<file path="config.mk">
export PLATFORM = sky130hd
export DESIGN_NAME = exposure_timer_keypad_controller_unit
export DESIGN_NICKNAME = d
export VERILOG_FILES = /design/src/rtl/etkc_pkg.sv /design/src/rtl/etkc_disp.sv /design/src/rtl/exposure_timer_keypad_controller_unit.sv
export VERILOG_INCLUDE_DIRS = /design/src /design/src/rtl
export SDC_FILE = /design/constraint.sdc
export NUM_CORES = 1
export LEC_CHECK = 0
export ABC_AREA = 1
export BUFFER_PORTS_ARGS = -buffer_cell sky130_fd_sc_hd__clkbuf_2
export CAP_MARGIN = 30
export CELL_PAD_IN_SITES_DETAIL_PLACEMENT = 1
export CELL_PAD_IN_SITES_GLOBAL_PLACEMENT = 1
export CORE_MARGIN = 4
export CORE_UTILIZATION = 46
export CTS_BUF_LIST = sky130_fd_sc_hd__clkbuf_2
export DETAILED_ROUTE_END_ITERATION = 8
export PLACE_DENSITY_LB_ADDON = 0.15
export SKIP_LAST_GASP = 1
export SLEW_MARGIN = 25
export SYNTH_ARGS = -nofsm -noshare
export SYNTH_HDL_FRONTEND = slang
export SYNTH_SLANG_ARGS = --single-unit
</file>
<file path="constraint.sdc">
create_clock -name clk -period 19.9 [get_ports clk]
set_input_delay 3.98 -clock clk [delete_from_list [all_inputs] [get_ports clk]]
set_output_delay 3.98 -clock clk [all_outputs]
set_load 0.05 [all_outputs]
</file>
<file path="src/rtl/exposure_timer_keypad_controller_unit_assert.svh">
// Assertion macros shared by the exposure timer keypad controller RTL.
// Expects clk and rst_n (synchronous, active low) in the including scope.
`ifndef EXPOSURE_TIMER_KEYPAD_CONTROLLER_UNIT_ASSERT_SVH
`define EXPOSURE_TIMER_KEYPAD_CONTROLLER_UNIT_ASSERT_SVH

// Same-cycle implication, checked outside reset.
`define ETKC_ASSERT_SAME(label, ante, cons, msg) \
  label: assert property (@(posedge clk) disable iff (!rst_n) (ante) |-> (cons)) \
    else $error(msg);

// Next-cycle implication, checked outside reset.
`define ETKC_ASSERT_NEXT(label, ante, cons, msg) \
  label: assert property (@(posedge clk) disable iff (!rst_n) (ante) |=> (cons)) \
    else $error(msg);

`endif

</file>
<file path="src/rtl/etkc_pkg.sv">
// Package for the exposure timer keypad controller: widths, mode and button
// codes, register indexes and reset defaults. No dependencies.
package etkc_pkg;

  localparam int BTN_W    = 3;
  localparam int MODE_W   = 3;
  localparam int TIME_W   = 13;
  localparam int DISP_W   = 14;
  localparam int CNT_W    = 16;
  localparam int STEP_W   = 8;
  localparam int CFG_IDX_W  = 3;
  localparam int CFG_DATA_W = 16;
  localparam int IN_DATA_W  = 8;
  localparam int OUT_DATA_W = 32;

  localparam int PRESET_SLOTS_DEF = 4;
  localparam int MAX_SECONDS_DEF  = 5999;

  // Modes
  localparam logic [MODE_W-1:0] MODE_INIT   = 3'd0;
  localparam logic [MODE_W-1:0] MODE_IDLE   = 3'd1;
  localparam logic [MODE_W-1:0] MODE_UP     = 3'd2;
  localparam logic [MODE_W-1:0] MODE_DOWN   = 3'd3;
  localparam logic [MODE_W-1:0] MODE_ACTIVE = 3'd4;
  localparam logic [MODE_W-1:0] MODE_PRE1   = 3'd5;
  localparam logic [MODE_W-1:0] MODE_PRE2   = 3'd6;
  localparam logic [MODE_W-1:0] MODE_PRE3   = 3'd7;

  // Buttons
  localparam logic [BTN_W-1:0] BTN_NONE  = 3'd0;
  localparam logic [BTN_W-1:0] BTN_UP    = 3'd1;
  localparam logic [BTN_W-1:0] BTN_DEC   = 3'd2;
  localparam logic [BTN_W-1:0] BTN_RUN   = 3'd3;
  localparam logic [BTN_W-1:0] BTN_PRE1  = 3'd4;
  localparam logic [BTN_W-1:0] BTN_PRE3  = 3'd6;

  // Offsets between preset modes, slots and buttons
  localparam logic [MODE_W-1:0] MODE_TO_SLOT = 3'd4;
  localparam logic [MODE_W-1:0] MODE_TO_BTN  = 3'd1;

  // Register indexes
  localparam logic [CFG_IDX_W-1:0] REG_TICKS_PER_SECOND  = 3'd0;
  localparam logic [CFG_IDX_W-1:0] REG_HOLD_DELAY_FIRST  = 3'd1;
  localparam logic [CFG_IDX_W-1:0] REG_HOLD_DELAY_SECOND = 3'd2;
  localparam logic [CFG_IDX_W-1:0] REG_REPEAT_INTERVAL   = 3'd3;
  localparam logic [CFG_IDX_W-1:0] REG_STEP_FIRST        = 3'd4;
  localparam logic [CFG_IDX_W-1:0] REG_STEP_SECOND       = 3'd5;

  // Register reset values
  localparam logic [CNT_W-1:0]  TPS_RST   = 16'd20;
  localparam logic [CNT_W-1:0]  HOLD1_RST = 16'd20;
  localparam logic [CNT_W-1:0]  HOLD2_RST = 16'd40;
  localparam logic [CNT_W-1:0]  REP_RST   = 16'd2;
  localparam logic [STEP_W-1:0] STEP1_RST = 8'd10;
  localparam logic [STEP_W-1:0] STEP2_RST = 8'd60;

  // Step phases
  localparam logic [1:0] PHASE_ONE    = 2'd0;
  localparam logic [1:0] PHASE_FIRST  = 2'd1;
  localparam logic [1:0] PHASE_SECOND = 2'd2;

  // Divide by sixty: floor(t * 1092 / 2^16) is floor(t/60) or one less
  // for t below 6000; one compare-and-subtract fixes it.
  localparam int            SEC_PER_MIN = 60;
  localparam logic [10:0]   RECIP60     = 11'd1092;
  localparam int            RECIP_SHIFT = 16;

endpackage

</file>
<file path="src/rtl/etkc_disp.sv">
// Seconds to minutes*100+seconds display conversion with blanking.
// Depends on etkc_pkg.
module etkc_disp (
  input  logic [etkc_pkg::TIME_W-1:0] seconds,
  input  logic                        lit,
  output logic [etkc_pkg::DISP_W-1:0] value
);

  logic [23:0] prod;
  logic [6:0]  q_est;
  logic [6:0]  q_fix;
  logic [12:0] q_x60;
  logic [12:0] r_wide;
  logic [6:0]  r_est;
  logic [6:0]  r_fix;
  logic [13:0] q_x100;

  always_comb begin
    prod   = 24'(seconds) * 24'(etkc_pkg::RECIP60);
    q_est  = prod[etkc_pkg::RECIP_SHIFT+6:etkc_pkg::RECIP_SHIFT];
    // 60q = 64q - 4q
    q_x60  = (13'(q_est) << 6) - (13'(q_est) << 2);
    r_wide = seconds - q_x60;
    r_est  = r_wide[6:0];
    if (r_est >= 7'(etkc_pkg::SEC_PER_MIN)) begin
      q_fix = q_est + 7'd1;
      r_fix = r_est - 7'(etkc_pkg::SEC_PER_MIN);
    end else begin
      q_fix = q_est;
      r_fix = r_est;
    end
    // 100q = 64q + 32q + 4q
    q_x100 = (14'(q_fix) << 6) + (14'(q_fix) << 5) + (14'(q_fix) << 2);
    value  = lit ? (q_x100 + 14'(r_fix)) : '0;
  end

endmodule

</file>
<file path="src/rtl/exposure_timer_keypad_controller_unit.sv">
// Exposure timer keypad controller, top level. Depends on etkc_pkg, etkc_disp and the assert header.
// Each transaction passes through the state register, then the result register, to reach out_tvalid.
// Throughput: one transaction per cycle; a stalled result blocks input only when both stages
//   hold a result.
// Reset (rst_n low, synchronous): mode init, timer and presets zero, counters and
//   configuration registers at their defaults, both stages empty.
module exposure_timer_keypad_controller_unit #(
  parameter int PRESET_SLOTS = etkc_pkg::PRESET_SLOTS_DEF,
  parameter int MAX_SECONDS  = etkc_pkg::MAX_SECONDS_DEF
) (
  input  logic                              clk,
  input  logic                              rst_n,
  // Configuration write channel
  input  logic                              cfg_valid,
  output logic                              cfg_ready,
  input  logic [etkc_pkg::CFG_IDX_W-1:0]    cfg_index,
  input  logic [etkc_pkg::CFG_DATA_W-1:0]   cfg_data,
  // Input stream
  input  logic                              in_tvalid,
  output logic                              in_tready,
  input  logic [etkc_pkg::IN_DATA_W-1:0]    in_tdata,   // [2:0] button, [7:3] zero
  // Result stream
  output logic                              out_tvalid,
  input  logic                              out_tready,
  output logic [etkc_pkg::OUT_DATA_W-1:0]   out_tdata   // [13:0] display_value,
                                                        // [14] display_on,
                                                        // [15] lamp_on,
                                                        // [18:16] mode,
                                                        // [31:19] seconds_left
);

  localparam int SLOT_W = $clog2(PRESET_SLOTS);
  localparam logic [etkc_pkg::TIME_W-1:0] MAX_T = etkc_pkg::TIME_W'(MAX_SECONDS);

  // ---------------------------------------------------------------------
  // Configuration registers: always ready, writes are registered.
  // ---------------------------------------------------------------------
  logic [etkc_pkg::CNT_W-1:0]  tps_r, hold1_r, hold2_r, rep_int_r;
  logic [etkc_pkg::STEP_W-1:0] step1_r, step2_r;

  assign cfg_ready = 1'b1;

  always_ff @(posedge clk) begin
    if (!rst_n) begin
      tps_r     <= etkc_pkg::TPS_RST;
      hold1_r   <= etkc_pkg::HOLD1_RST;
      hold2_r   <= etkc_pkg::HOLD2_RST;
      rep_int_r <= etkc_pkg::REP_RST;
      step1_r   <= etkc_pkg::STEP1_RST;
      step2_r   <= etkc_pkg::STEP2_RST;
    end else if (cfg_valid && cfg_ready) begin
      case (cfg_index)
        etkc_pkg::REG_TICKS_PER_SECOND:  tps_r     <= cfg_data;
        etkc_pkg::REG_HOLD_DELAY_FIRST:  hold1_r   <= cfg_data;
        etkc_pkg::REG_HOLD_DELAY_SECOND: hold2_r   <= cfg_data;
        etkc_pkg::REG_REPEAT_INTERVAL:   rep_int_r <= cfg_data;
        etkc_pkg::REG_STEP_FIRST:        step1_r   <= cfg_data[etkc_pkg::STEP_W-1:0];
        etkc_pkg::REG_STEP_SECOND:       step2_r   <= cfg_data[etkc_pkg::STEP_W-1:0];
        default: ;  // drop writes beyond the register list
      endcase
    end
  end

  // ---------------------------------------------------------------------
  // Handshake. Stage one is the controller state itself: while a result is
  // pending there (st_valid_r), the state registers hold exactly that
  // result. The result register takes it when it is empty or being drained,
  // and a new input transaction may update the state in that same cycle.
  // ---------------------------------------------------------------------
  logic st_valid_r, st_valid_nxt;
  logic out_valid_r;
  logic st_adv;
  logic in_acc;

  assign st_adv    = !out_valid_r || out_tready;
  assign in_tready = !st_valid_r || st_adv;
  assign in_acc    = in_tvalid && in_tready;
  assign out_tvalid = out_valid_r;

  always_comb begin
    st_valid_nxt = st_valid_r;
    if (in_acc) begin
      st_valid_nxt = 1'b1;
    end else if (st_adv) begin
      st_valid_nxt = 1'b0;
    end
  end

  // ---------------------------------------------------------------------
  // Controller state
  // ---------------------------------------------------------------------
  logic [etkc_pkg::MODE_W-1:0] mode_r, mode_nxt;
  logic [etkc_pkg::TIME_W-1:0] timer_r, timer_nxt;
  logic [etkc_pkg::TIME_W-1:0] store_r   [PRESET_SLOTS];
  logic [etkc_pkg::TIME_W-1:0] store_nxt [PRESET_SLOTS];
  logic [etkc_pkg::CNT_W-1:0]  hold_cnt_r, hold_cnt_nxt;
  logic [etkc_pkg::CNT_W-1:0]  rep_cnt_r, rep_cnt_nxt;
  logic [1:0]                  phase_r, phase_nxt;
  logic                        pending_r, pending_nxt;
  logic                        started_r, started_nxt;
  logic [etkc_pkg::CNT_W-1:0]  sec_cnt_r, sec_cnt_nxt;
  logic                        released_r, released_nxt;
  logic                        exit_pend_r, exit_pend_nxt;
  logic                        pre_phase_r, pre_phase_nxt;
  logic [etkc_pkg::CNT_W-1:0]  pre_cnt_r, pre_cnt_nxt;
  logic                        lit_r, lit_nxt;

  logic [etkc_pkg::BTN_W-1:0]  btn;
  logic [etkc_pkg::STEP_W-1:0] step;
  logic [etkc_pkg::DISP_W-1:0] up_sum;
  logic [etkc_pkg::MODE_W-1:0] slot;
  logic [SLOT_W-1:0]           slot_idx;
  logic                        slot_ok;
  logic [etkc_pkg::TIME_W-1:0] slot_val;
  logic                        second;
  logic                        leave;
  logic                        lamp_on;
  logic                        in_preset;

  assign btn       = in_tdata[etkc_pkg::BTN_W-1:0];
  assign slot      = mode_r - etkc_pkg::MODE_TO_SLOT;
  assign slot_idx  = slot[SLOT_W-1:0];
  assign slot_ok   = (int'(slot) < PRESET_SLOTS);
  assign slot_val  = slot_ok ? store_r[slot_idx] : '0;
  assign lamp_on   = (mode_r == etkc_pkg::MODE_ACTIVE);
  assign in_preset = (mode_r >= etkc_pkg::MODE_PRE1);

  always_comb begin
    case (phase_r)
      etkc_pkg::PHASE_ONE:   step = 8'd1;
      etkc_pkg::PHASE_FIRST: step = step1_r;
      default:               step = step2_r;
    endcase
    up_sum = 14'(timer_r) + 14'(step);
  end

  always_comb begin
    mode_nxt      = mode_r;
    timer_nxt     = timer_r;
    store_nxt     = store_r;
    hold_cnt_nxt  = hold_cnt_r;
    rep_cnt_nxt   = rep_cnt_r;
    phase_nxt     = phase_r;
    pending_nxt   = pending_r;
    started_nxt   = started_r;
    sec_cnt_nxt   = sec_cnt_r;
    released_nxt  = released_r;
    exit_pend_nxt = exit_pend_r;
    pre_phase_nxt = pre_phase_r;
    pre_cnt_nxt   = pre_cnt_r;
    lit_nxt       = lit_r;
    second        = 1'b0;
    leave         = 1'b0;

    case (mode_r)
      etkc_pkg::MODE_INIT: begin
        mode_nxt = etkc_pkg::MODE_IDLE;
      end

      etkc_pkg::MODE_IDLE: begin
        if (btn == etkc_pkg::BTN_UP) begin
          mode_nxt = etkc_pkg::MODE_UP;
        end else if (btn == etkc_pkg::BTN_DEC) begin
          mode_nxt = etkc_pkg::MODE_DOWN;
        end else if (btn == etkc_pkg::BTN_RUN) begin
          mode_nxt     = etkc_pkg::MODE_ACTIVE;
          store_nxt[0] = timer_r;
        end else if (btn >= etkc_pkg::BTN_PRE1 && btn <= etkc_pkg::BTN_PRE3) begin
          mode_nxt = btn + etkc_pkg::MODE_TO_BTN;
        end
      end

      etkc_pkg::MODE_UP, etkc_pkg::MODE_DOWN: begin
        if ((mode_r == etkc_pkg::MODE_UP   && btn == etkc_pkg::BTN_UP) ||
            (mode_r == etkc_pkg::MODE_DOWN && btn == etkc_pkg::BTN_DEC)) begin
          // Apply a pending step, then run repeat and hold counters.
          if (pending_r) begin
            if (mode_r == etkc_pkg::MODE_UP) begin
              timer_nxt = (up_sum > 14'(MAX_T)) ? MAX_T : up_sum[etkc_pkg::TIME_W-1:0];
            end else begin
              timer_nxt = (timer_r > 13'(step)) ? timer_r - 13'(step) : '0;
            end
            lit_nxt     = 1'b1;
            pending_nxt = 1'b0;
          end
          if (rep_cnt_r != '0 && started_r) begin
            rep_cnt_nxt = rep_cnt_r - 16'd1;
          end else if (rep_cnt_r == '0) begin
            pending_nxt = 1'b1;
            rep_cnt_nxt = rep_int_r;
          end
          if (hold_cnt_r != '0) begin
            hold_cnt_nxt = hold_cnt_r - 16'd1;
          end else begin
            phase_nxt    = (phase_r == etkc_pkg::PHASE_ONE) ? etkc_pkg::PHASE_FIRST
                                                            : etkc_pkg::PHASE_SECOND;
            started_nxt  = 1'b1;
            pending_nxt  = 1'b1;
            hold_cnt_nxt = hold2_r;
          end
        end else if (btn == etkc_pkg::BTN_NONE) begin
          mode_nxt     = etkc_pkg::MODE_IDLE;
          pending_nxt  = 1'b1;
          started_nxt  = 1'b0;
          phase_nxt    = etkc_pkg::PHASE_ONE;
          hold_cnt_nxt = hold1_r;
          rep_cnt_nxt  = rep_int_r;
        end
      end

      etkc_pkg::MODE_ACTIVE: begin
        if (btn == etkc_pkg::BTN_NONE && exit_pend_r) begin
          exit_pend_nxt = 1'b0;
          released_nxt  = 1'b0;
          mode_nxt      = etkc_pkg::MODE_IDLE;
        end else if (btn == etkc_pkg::BTN_NONE) begin
          released_nxt = 1'b1;
          if (sec_cnt_r != '0) begin
            sec_cnt_nxt = sec_cnt_r - 16'd1;
          end else begin
            sec_cnt_nxt = tps_r;
            second      = 1'b1;
          end
          if (timer_r != '0 && second) begin
            timer_nxt = timer_r - 13'd1;
            lit_nxt   = 1'b1;
          end else if (timer_r == '0) begin
            exit_pend_nxt = 1'b1;
          end
        end else if (released_r) begin
          released_nxt  = 1'b0;
          exit_pend_nxt = 1'b1;
        end
      end

      default: begin
        // Preset modes: hold to store, release early to load.
        if (btn == mode_r - etkc_pkg::MODE_TO_BTN) begin
          if (pre_cnt_r != '0) begin
            pre_cnt_nxt = pre_cnt_r - 16'd1;
          end else if (!pre_phase_r) begin
            pre_cnt_nxt   = tps_r >> 1;
            pre_phase_nxt = 1'b1;
            lit_nxt       = 1'b0;
            if (slot_ok) begin
              store_nxt[slot_idx] = timer_r;
            end
          end else begin
            lit_nxt = 1'b1;
            leave   = 1'b1;
          end
        end else begin
          store_nxt[0] = slot_val;
          timer_nxt    = slot_val;
          lit_nxt      = 1'b1;
          leave        = 1'b1;
        end
        if (leave) begin
          pre_phase_nxt = 1'b0;
          pre_cnt_nxt   = tps_r;
          mode_nxt      = etkc_pkg::MODE_IDLE;
        end
      end
    endcase
  end

  always_ff @(posedge clk) begin
    if (!rst_n) begin
      st_valid_r  <= 1'b0;
      mode_r      <= etkc_pkg::MODE_INIT;
      timer_r     <= '0;
      for (int i = 0; i < PRESET_SLOTS; i++) begin
        store_r[i] <= '0;
      end
      hold_cnt_r  <= etkc_pkg::HOLD1_RST;
      rep_cnt_r   <= etkc_pkg::REP_RST;
      phase_r     <= etkc_pkg::PHASE_ONE;
      pending_r   <= 1'b1;
      started_r   <= 1'b0;
      sec_cnt_r   <= etkc_pkg::TPS_RST;
      released_r  <= 1'b0;
      exit_pend_r <= 1'b0;
      pre_phase_r <= 1'b0;
      pre_cnt_r   <= etkc_pkg::TPS_RST;
      lit_r       <= 1'b1;
    end else begin
      st_valid_r <= st_valid_nxt;
      // Advance the controller only on an accepted transaction.
      if (in_acc) begin
        mode_r      <= mode_nxt;
        timer_r     <= timer_nxt;
        store_r     <= store_nxt;
        hold_cnt_r  <= hold_cnt_nxt;
        rep_cnt_r   <= rep_cnt_nxt;
        phase_r     <= phase_nxt;
        pending_r   <= pending_nxt;
        started_r   <= started_nxt;
        sec_cnt_r   <= sec_cnt_nxt;
        released_r  <= released_nxt;
        exit_pend_r <= exit_pend_nxt;
        pre_phase_r <= pre_phase_nxt;
        pre_cnt_r   <= pre_cnt_nxt;
        lit_r       <= lit_nxt;
      end
    end
  end

  // ---------------------------------------------------------------------
  // Result register: display conversion from the settled state.
  // ---------------------------------------------------------------------
  logic [etkc_pkg::DISP_W-1:0]     disp_value;
  logic [etkc_pkg::OUT_DATA_W-1:0] out_data_r;
  logic                            out_blank;

  etkc_disp u_disp (
    .seconds (timer_r),
    .lit     (lit_r),
    .value   (disp_value)
  );

  always_ff @(posedge clk) begin
    if (!rst_n) begin
      out_valid_r <= 1'b0;
    end else if (st_adv) begin
      out_valid_r <= st_valid_r;
    end
  end

  always_ff @(posedge clk) begin
    if (st_adv && st_valid_r) begin
      out_data_r <= {timer_r, mode_r, lamp_on, lit_r, disp_value};
    end
  end

  assign out_tdata = out_data_r;
  assign out_blank = out_valid_r && !out_data_r[14];

  // ---------------------------------------------------------------------
  // Assertions
  // ---------------------------------------------------------------------
`include "exposure_timer_keypad_controller_unit_assert.svh"

  `ETKC_ASSERT_SAME(a_timer_max, 1'b1, timer_r <= MAX_T, "timer above maximum")
  `ETKC_ASSERT_SAME(a_blank_zero, out_blank, out_data_r[13:0] == '0, "blank display nonzero")
  `ETKC_ASSERT_SAME(a_exit_active, exit_pend_r, lamp_on, "exit pending outside active mode")
  `ETKC_ASSERT_SAME(a_pre_phase, pre_phase_r, in_preset, "preset phase outside preset mode")
  `ETKC_ASSERT_NEXT(a_acc_pending, in_acc, st_valid_r, "accepted transaction left no result")

endmodule
</file>
==> impl_metrics.csv <==
group,metric,value,unit
timing,fin_tns_setup,0,ns
setup_path,path_max_fanout,4,
power,p_sw,0.001775,W
cells_and_area,drive_gt1_share,10.83,%
grt,grtUsageTotal,26.66,%
grt,grt_start_max_net_pins,62,
cells_and_area,final_cells,2856,
routing,first_iter_violations,885,
timing,hold_viol,0,
floorplan,design.die.area,38100,um^2
synthesis,synth_fp_nets,2437,
place,hpwlAfterDp,36.81,mm
clock_network,post-cts-setup-buffers,0,
clock_network,cts_tree,"built",
synthesis,ys_ff_latch,254,
timing,relSlewSlack,43.40,%
clock_network,insertion_delay,0.96,ns
synthesis,synth_commonest_cells,"395 x nand2_1, 285 x nor2_1, 267 x inv_1",
place,portBuffers,60,
setup_path,slowest_stage,"clkbuf_2",
clock_network,cts.sinks,254,
synthesis,synthFlopType,"dfxtp_1",
clock_network,hold_buffers,0,
setup_path,cp_data_required_time,15.92,ns
power,seqPwrFrac,21.6,%
grt,grt_pass1_vias,16600,
clock_network,path_clk_slew,0.10,ns
synthesis,synth-edff-count,32,
setup_path,cpMostUsedCell,"clkbuf_2",
floorplan,die_w,195.2,um
timing,finalSetupViolations,0,
setup_path,crit_chain,"clkbuf_2 -> inv_1 -> nand3_1 -> clkbuf_2",
timing,maxSlewViolCount,0,
clock_network,cts_resized,0,
place,dp.cells,2723,
power,combPwrFrac,66.4,%
floorplan,fp.dieH,195.2,um
timing,holdWs,0.4325,ns
power,vdd_drop_max,0.0002732,V
setup_path,max_stage_delay,0.30,ns
synthesis,async_flop_share,0,%
synthesis,synth_most_common_cell,"nand2_1",
place,placed_cell_area,16730,um^2
clock_network,cts-root-buf,"clkbuf_2",
synthesis,netlist_top_cells_area,"dfxtp_1 28%, nand2_1 9.2%, ha_1 8.3%",
setup_path,crit_arrival,4.67,ns
power,cellInternalPower,0.001567,W
routing,wire_per_inst,18.10,um
timing,fin_skew,0.06460,ns
synthesis,yosysTopAreaCellShare,27.57,%
synthesis,synth_warnings,0,
setup_path,crit_family,"buffers and inverters",
floorplan,io_pins,67,
setup_path,start_kind,"input port",
cells_and_area,n_fill_cell,4616,
timing,worstMarginPinSlew,0.8459,ns
routing,vias,16010,
grt,grt_pass1_wl,84.32,mm
hold_path,hp-class,"reg -> reg",
power,swShare,53.12,%
routing,antenna_left,0,
cells_and_area,finalInstanceArea,17410,um^2
synthesis,yosysSeqAreaShare,33.53,%
routing,wl,51.68,mm
cells_and_area,multi_input_area,9241,um^2
setup_path,cp_num_buf_inv,3,
synthesis,yosys.area.top_type,"dfxtp_1",
timing,max_freq,115.6,MHz
timing,fin_crit_sh,43.47,%
synthesis,yosysUniqueCellTypes,59,
run,drv_cap,0,
grt,grt.overflow.total,0,
place,routabilityCongestion,0.8540,
timing,fin_crit,8.651,ns
synthesis,synthCells,2288,
synthesis,syn_avg_cell_area,7.046,um^2
grt,antenna_found_initial,2,
clock_network,cts_buffer_depth,3,
status,outcome,"finished, final reports clean",
clock_network,h-tree-depth,3,
power,power.leakage,7.910,nW
clock_network,cts_buffers,74,
setup_path,end_kind,"primary output",
floorplan,coreArea,34540,um^2
setup_path,path_class,"in -> out",
routing,first_pass_iters,5,
routing,vias_per_cell,5.606,
cells_and_area,area_growth,8.018,%
power,p_total,0.003342,W
routing,post-route-drc-count,0,
timing,grt_setup_unrepaired,"no",
floorplan,floorplan.initialDensity,46.67,%
cells_and_area,fin_nets,2493,
floorplan,rows,68,
power,powerDensity,191.9,nW/um^2
power,pwr-share-clk,12.0,%
synthesis,synth.cell_area,16120,um^2
cells_and_area,regArea,5405,um^2
kinds of logic (layout without fill, tap and decap cells):
group | count (synthesis) | after routing | synth area share [%]
AOI/OAI and AO/OA | 611 | 611 | 21.97
buffers and inverters | 381 | 493 | 9.275
DFF | 254 | 254 | 33.53
and+or+nand+nor | 867 | 867 | 22.55
xor gates and xnor gates | 55 | 55 | 2.988
muxes | 2 | 2 | 0.1242
other | 1 | 2 | 0.02326
adders and majority gates | 117 | 117 | 9.547
through the flow:
step	util, %	setup slack, ns
global route	50.41	11.10
CTS	50.38	11.26
floorplan	-	11.43
finish	50.41	11.25
global placement	48.29	11.30
detailed placement	48.44	11.26
path summary, 6_finish.rpt:
check	end	start	slack (ns)	cells past startpoint
worst min register to register	out_tdata[17]$_DFFE_PP_	mode_r[1]$_SDFFE_PN0P_	0.43	0
worst max register to register	out_tdata[13]$_SDFFCE_PN0P_	timer_r[8]$_SDFFE_PN0P_	11.75	37
worst min-delay path	out_tdata[17]$_DFFE_PP_	mode_r[1]$_SDFFE_PN0P_	0.43	0
worst max-delay path	in_tready	out_tready	11.25	4
layer usage:
metal  vias to the layer above  track usage [%]  share of wire, %  routed length [um]
met5                         -                0                 0                   0
met2                       333            44.62                47               24070
met1                      7784            35.87                47               24180
met3                        86            3.986               4.5                2303
met4                         0            7.784               2.2                1120
li1                       7809                -                 -                   -
cells in the final DEF, fill, tap and decap left out, types with 21 or more instances in the layout:
cell	Yosys	layout
nor2_1	285	284
o21ai_0	228	228
edfxtp_1	32	32
clkbuf_2	0	162
dfxtp_1	222	222
a21oi_1	220	219
xor2_1	45	45
ha_1	107	107
a211oi_2	21	21
nand2_1	395	395
o211ai_1	31	31
nand3_1	89	89
nand4_1	25	25
o22ai_1	23	23
inv_1	267	267
nor3_1	33	33
a211oi_1	21	21
layout make-up:
cell class                      instances  share of cell area [%]
Antenna cell                            1                 0.01437
Clock buffer                          103                   2.960
Clock inverter                         29                  0.8982
Inverter                              286                   6.172
Multi-Input combinational cell       1653                   53.07
Sequential cell                       254                   31.04
Tap cell                              455                   3.269
Timing Repair Buffer                   75                   2.572
flip-flops by register name (all words and copies together) (netlist names):
signal and flops:
step1_r 8, hold_cnt_r 16, sec_cnt_r 16, store_r 52, out_tdata 32, hold1_r 16
hold2_r 16, released_r 1, pre_phase_r 1, pending_r 1, out_tvalid 1, rep_int_r 16
exit_pend_r 1, rep_cnt_r 16, started_r 1, mode_r 3, st_valid_r 1, pre_cnt_r 16
phase_r 2, timer_r 13, lit_r 1, step2_r 8, tps_r 16
power groups by stage:
stage	Combinational (W)	Sequential (W)	Clock, W
floorplan	0.00158	0.000766	0
global placement	0.00208	0.000729	0
detailed placement	0.00222	0.000731	0
CTS	0.00225	0.000719	0.000417
global route	0.00256	0.000727	0.000443
finish	0.00222	0.000721	0.000401
Power figures use the tool's default switching activity.
